==> config.mk <==
export PLATFORM = sky130hd
export DESIGN_NAME = scsu_ctrl
export DESIGN_NICKNAME = d
export VERILOG_FILES = /design/src/sv/scsu_pkg.sv /design/src/sv/scsu_ctrl.sv
export SDC_FILE = /design/constraint.sdc
export NUM_CORES = 1
export LEC_CHECK = 0
export ABC_AREA = 1
export ABC_CLOCK_PERIOD_IN_PS = 1700
export BUFFER_PORTS_ARGS = -buffer_cell sky130_fd_sc_hd__buf_4
export CAP_MARGIN = 10
export CORE_AREA = 4 4 41 43
export CTS_BUF_LIST = sky130_fd_sc_hd__clkbuf_16
export DETAILED_ROUTE_END_ITERATION = 10
export DIE_AREA = 0 0 45 47
export GPL_TIMING_DRIVEN = 1
export SYNTH_ARGS = -nofsm -noshare
export SYNTH_HDL_FRONTEND = slang
export SYNTH_SLANG_ARGS = --single-unit
==> constraint.sdc <==
create_clock -name clk -period 1.7 [get_ports clk]
set_clock_uncertainty 0.2 [all_clocks]
set_input_delay 0.17 -clock clk [delete_from_list [all_inputs] [get_ports clk]]
set_output_delay 0.17 -clock clk [all_outputs]
set_load 0.01 [all_outputs]
==> src/sv/scsu_pkg.sv <==
// Shared types and codes for the shadow call stack unwind core.
// Holds the request and response words and the controller/datapath link.
// No dependencies.
package scsu_pkg;

  localparam logic [1:0] KIND_CALL  = 2'd0;
  localparam logic [1:0] KIND_RET   = 2'd1;
  localparam logic [1:0] KIND_QUERY = 2'd2;
  localparam logic [1:0] KIND_NONE  = 2'd3;

  localparam int DEPTH_OUT_W = 7;

  typedef struct packed {
    logic [1:0]  kind;
    logic [63:0] caller_id;
    logic [63:0] pc;
    logic [4:0]  level;
  } req_t;

  typedef struct packed {
    logic                   valid_res;
    logic [63:0]            reported_id;
    logic                   last;
    logic                   matched;
    logic                   overflow;
    logic [DEPTH_OUT_W-1:0] depth_now;
  } rsp_t;

  // Commands from the controller to the datapath.
  typedef struct packed {
    logic take_req;     // controller is idle and can take a request word
    logic clr_flags;
    logic push;         // write the latched pair at the top and grow the stack
    logic set_ovf;
    logic load_ptr;     // pointer to the top entry, count to the query length
    logic ptr_dec;
    logic ret_rd;
    logic id_rd;
    logic hit_pop;      // unwind to the entry under the pointer
    logic load_status;
    logic load_query;
  } cmd_t;

  // Status from the datapath to the controller.
  typedef struct packed {
    logic [1:0] kind;
    logic       req_valid;
    logic       depth_zero;
    logic       depth_full;
    logic       qn_zero;
    logic       hit;
    logic       ptr_zero;
    logic       rem_one;
    logic       rsp_free;
  } stat_t;

endpackage

==> src/sv/scsu_ctrl.sv <==
// Sequencing state machine for the shadow call stack unwind core.
// Depends on scsu_pkg for the command and status structs and kind codes.
module scsu_ctrl (
  input  logic           clk,
  input  logic           rst,
  input  scsu_pkg::stat_t stat,
  output scsu_pkg::cmd_t  cmd
);

  localparam logic [2:0] S_IDLE   = 3'd0;
  localparam logic [2:0] S_DECODE = 3'd1;
  localparam logic [2:0] S_STATUS = 3'd2;
  localparam logic [2:0] S_SRD    = 3'd3;
  localparam logic [2:0] S_SCMP   = 3'd4;
  localparam logic [2:0] S_QRD    = 3'd5;
  localparam logic [2:0] S_QOUT   = 3'd6;

  logic [2:0] state;
  logic [2:0] state_next;

  always_ff @(posedge clk) begin
    if (rst) begin
      state <= S_IDLE;
    end else begin
      state <= state_next;
    end
  end

  always_comb begin
    cmd        = '0;
    state_next = state;
    unique case (state)
      S_IDLE: begin
        cmd.take_req = 1'b1;
        if (stat.req_valid) begin
          state_next = S_DECODE;
        end
      end
      S_DECODE: begin
        cmd.clr_flags = 1'b1;
        unique case (stat.kind)
          scsu_pkg::KIND_CALL: begin
            if (stat.depth_full) begin
              cmd.set_ovf = 1'b1;
            end else begin
              cmd.push = 1'b1;
            end
            state_next = S_STATUS;
          end
          scsu_pkg::KIND_RET: begin
            if (stat.depth_zero) begin
              state_next = S_STATUS;
            end else begin
              cmd.load_ptr = 1'b1;
              state_next   = S_SRD;
            end
          end
          scsu_pkg::KIND_QUERY: begin
            if (stat.qn_zero) begin
              state_next = S_STATUS;
            end else begin
              cmd.load_ptr = 1'b1;
              state_next   = S_QRD;
            end
          end
          default: begin
            state_next = S_STATUS;
          end
        endcase
      end
      S_STATUS: begin
        if (stat.rsp_free) begin
          cmd.load_status = 1'b1;
          state_next      = S_IDLE;
        end
      end
      S_SRD: begin
        cmd.ret_rd = 1'b1;
        state_next = S_SCMP;
      end
      S_SCMP: begin
        // Search runs from the top down, so the first hit is the topmost match.
        if (stat.hit) begin
          cmd.hit_pop = 1'b1;
          state_next  = S_STATUS;
        end else if (stat.ptr_zero) begin
          state_next = S_STATUS;
        end else begin
          cmd.ptr_dec = 1'b1;
          state_next  = S_SRD;
        end
      end
      S_QRD: begin
        cmd.id_rd  = 1'b1;
        state_next = S_QOUT;
      end
      S_QOUT: begin
        if (stat.rsp_free) begin
          cmd.load_query = 1'b1;
          if (stat.rem_one) begin
            state_next = S_IDLE;
          end else begin
            cmd.ptr_dec = 1'b1;
            state_next  = S_QRD;
          end
        end
      end
      default: begin
        state_next = S_IDLE;
      end
    endcase
  end

endmodule

# Word-level counts from Yosys, hierarchy flattened
# Cells that the tools add are included.
# Widths: inputs -> output; s select.
# classes
n_eq_ne	11
mux	30
reduce_logical	3
# ops
operator	count
$pmux 3 s7	1
$mux 1	18
$mux 3	6
$eq 3x3->1 const B	3
$eq 3x2->1 const B	2
$ne 2x2->1 const B	3
$pmux 3 s2	1
$mux 4	1
$pmux 1 s2	2
$eq 3x1->1 const B	1
$logic_not 3->1	1
$reduce_and 3->1	1
$eq 2x1->1 const B	1
$eq 2x2->1 const B	1
$logic_not 2->1	1
$mux 2	1
# totals
register_bits	3
in_bits	12
output_inout_bits	11

# Depth between registers and ports, before layout
# logic_depth
ltp_word	3
mapped_depth	8
ltp_nobuf	8

# Least setup slack after synthesis
# Ideal clock, no wire load.
# synth_timing
kind	register to output
startpoint	reg state[1]
endpoint	out cmd[5] (netlist name)
t_arrival_ns	1.010
slack_ns	0.320
stages_incl_launch_ff	5
n_path_buf	0
path_cell_list	dfxtp_1 inv_2 nor4_4 nand2_1 nand2_1
# synth_lines
element	line	text
from (decl)	scsu_ctrl.sv:18	logic [2:0] state;
from (signal assigned)	scsu_ctrl.sv:25	state <= state_next;
to (decl)	scsu_ctrl.sv:7	output scsu_pkg::cmd_t cmd

==> metrics.cfg <==
[clock_network]
clk_path_buf_depth=2
clk_pin_slew_worst_paths_ns=0.03
cts_setup_buffers=0
cts_root_buf=clkbuf_16
cts_tree=yes
cts_buffers=3
htreeDepth=1
cts_sinks=3
clock_latency_ns=0.22

[critical_path]
r2r_setup_slack_ns=0.40
crit_required_ns=1.33
path_buf_inv=2
arrival_ns=1.24
r2r-start=state[0]
endpoint_kind=output port
crit_fanout=9
cpLargestDelayFamily=simple AND/OR/NAND/NOR gates
crit_cells=5
crit_path_max_incr_delay_ns=0.31
start_kind=flip-flop
critPathKind=flip-flop to output port
reg2reg_depth=7
slowest_stage=dfxtp_1
crit_end=cmd[5]
r2r-end=state[2]
startpoint=state[0]
path_cells=buf_4 -> nor4_4 -> nand2_1 -> nand2_1 -> buf_4

[synthesis]
synth_top_family_by_area=simple AND/OR/NAND/NOR gates
synth-simple-area-share_pct=52.4
syn_area_um2=415
synthAdderAreaFrac_pct=9.04
synth_compound_area_share_pct=4.22
yosys_warnings=0
ys_ff_latch=3
synth.avg_cell_area_um2=6.11
synth_cell_types=19
muxShareOfSynthArea_pct=0
syn_inst=68
synth-xor-area-share_pct=0
synth_nets=83
ys_seq_area_share_pct=14.5

[placement]
dp_hpwl_um=889
place_congestion=0.779
portBuffers=22
dp_slack_ns=0.250
post-place-cells=105

[min_path]
min_path_type=input port to flip-flop
min_path_cells=4

[timing]
hold_ws_ns=0.134
fin_ws_ns=0.0929
hold_viol=0
relSlewSlack_pct=83.5
fmax_ghz=0.622
setup-tns-final_ns=0
rsz0062_at_grt=no
worst_pin_slew_ns=0.245
min_period_ns=1.61
drv_slew=0
fin_crit_sh_pct=94.5
setup_viol=0

[power]
seq_power_share_pct=14.3
switchingPower_mw=0.205
cellPowerDensity_nw_per_um2=1000
leakage_nw=0.376
swShare_pct=29.9
comb_power_share_pct=32.4
power_frac_clock_pct=53.4
vdd_drop_max_v=0.000678
p_int_mw=0.481

[route]
drcViolationCount=0
drt-total-wl_mm=1.16
wl_per_cell_um=10.5
firstDrtPassIters=4
final_antenna_net_count=0
vias_per_cell=4.68
dr_total_vias=515
drtIter0Drc=4

[layout]
reg_top3=state (3)
final_nets=111
largest_register_ffs=3
nFillCells=152
area_growth_pct=65.4
antenna_cells=0
top_register=state
final-seq-area_um2=62.6
drive_above_1_share_pct=38.9
multi_input_area_um2=273
post-route-util_pct=52.8
instances_no_fill=110

[floorplan]
ios=23
dieHeight_um=47
coreArea_um2=1300
die_w_um=45
fp.dieArea_um2=2120
num_rows=13
start_util_pct=31.9

[flow_run]
max-cap-violations=0

[global_route]
grt_use_total_pct=12.1
grt_pass1_vias=503
grt_max_degree=10
grt_pass1_wl_mm=1.85
grt_overflow=0
grt_antenna_before_repair=0

[status]
status=finished clean

==> power by group through the flow <==
stage	registers [mW]	logic (mW)	clock network (mW)
floorplan	0.0910	0.148	0
global placement	0.0955	0.221	0
detailed placement	0.0961	0.220	0
CTS	0.0961	0.225	0.370
global route	0.0990	0.249	0.381
finish	0.0980	0.222	0.366
==> per-stage QoR <==
| stage | area, µm² | total power, mW |
|---|---|---|
| global placement | 596 | 0.316 |
| floorplan | 415 | 0.239 |
| global route | 687 | 0.730 |
| detailed placement | 596 | 0.316 |
| CTS | 686 | 0.691 |
| finish | 687 | 0.687 |
==> final cells by class <==
type | count | share of cell area [%]
clock inverters | 1 | 0.546
flip-flops and latches | 3 | 9.11
well taps | 15 | 2.73
inverters | 17 | 9.29
repair buffers | 25 | 27.7
multi-input cells | 46 | 39.7
clock buffers | 3 | 10.9
==> synth_stat cells <==
cell       n  area share [%]
inv_1     13              12
nand2_1   13              12
nand3_1    9              11
nor2_1     8             7.2
inv_2      4             3.6
dfxtp_1    3              14
ha_1       3             9.0
nor2_4     3             8.1
nand4_1    2             3.0
a21oi_1    1             1.2
a31oi_1    1             1.5
buf_4      1             1.8
buf_6      1             2.7
nand3b_1   1             1.8
nor3_1     1             1.2
nor3b_1    1             1.8
nor4_1     1             1.5
nor4_4     1             5.1
o22ai_1    1             1.5
==> cells by family (layout without fill, tap and decap cells) <==
kind of cell	Yosys count	in the layout
compound gates	3	3
fa+ha+maj	3	3
buf+inv	19	46
flops	3	3
simple gates	40	40
==> tightest hold or removal path: cells and delay by family <==
family | cells | cell delay (ns)
AO/OA/AOI/OAI | 1 | 0.08
buffers and inverters | 2 | 0.16
AND/OR/NAND/NOR | 1 | 0.10
==> placed cells by master, fill, tap and decap left out, drive strengths merged <==
| cell type | netlist | layout |
|---|---|---|
| nand4 | 2 | 2 |
| inv | 17 | 18 |
| a21oi | 1 | 1 |
| ha | 3 | 3 |
| o22ai | 1 | 1 |
| dfxtp | 3 | 3 |
| nand3 | 9 | 9 |
| nor4 | 2 | 2 |
| a31oi | 1 | 1 |
| nor3b | 1 | 1 |
| nor2 | 11 | 11 |
| buf | 2 | 24 |
| nor3 | 1 | 1 |
| nand3b | 1 | 1 |
| clkbuf | 0 | 3 |
| nand2 | 13 | 13 |
| dlygate4sd3 | 0 | 1 |
==> metal layers <==
layer  global-route usage [%]  part of all wire, %  vias up
met1                     12.4                   40      227
met3                     4.98                  8.9        0
li1                         -                    -      268
met4                     4.09                    0        0
met2                     22.0                   51       20
met5                        0                    0        -
==> timing repair <==
action                                  in CTS  in global routing
pin swaps                                    0                  0
hold buffers                                 1                  0
endpoints found under the setup margin       1                  3
hold endpoints to repair                     2                  0
gates cloned                                 0                  0
resized for setup                            1                  1
==> worst min-delay path by stage <==
stage                 start        to  slack, ns
finish              stat[0]  state[2]       0.13
global route        stat[0]  state[2]       0.16
CTS                 stat[0]  state[2]       0.14
detailed placement      rst  state[1]       0.16
global placement        rst  state[1]       0.15
floorplan               rst  state[2]       0.04
(Power assumes the default switching activity.)
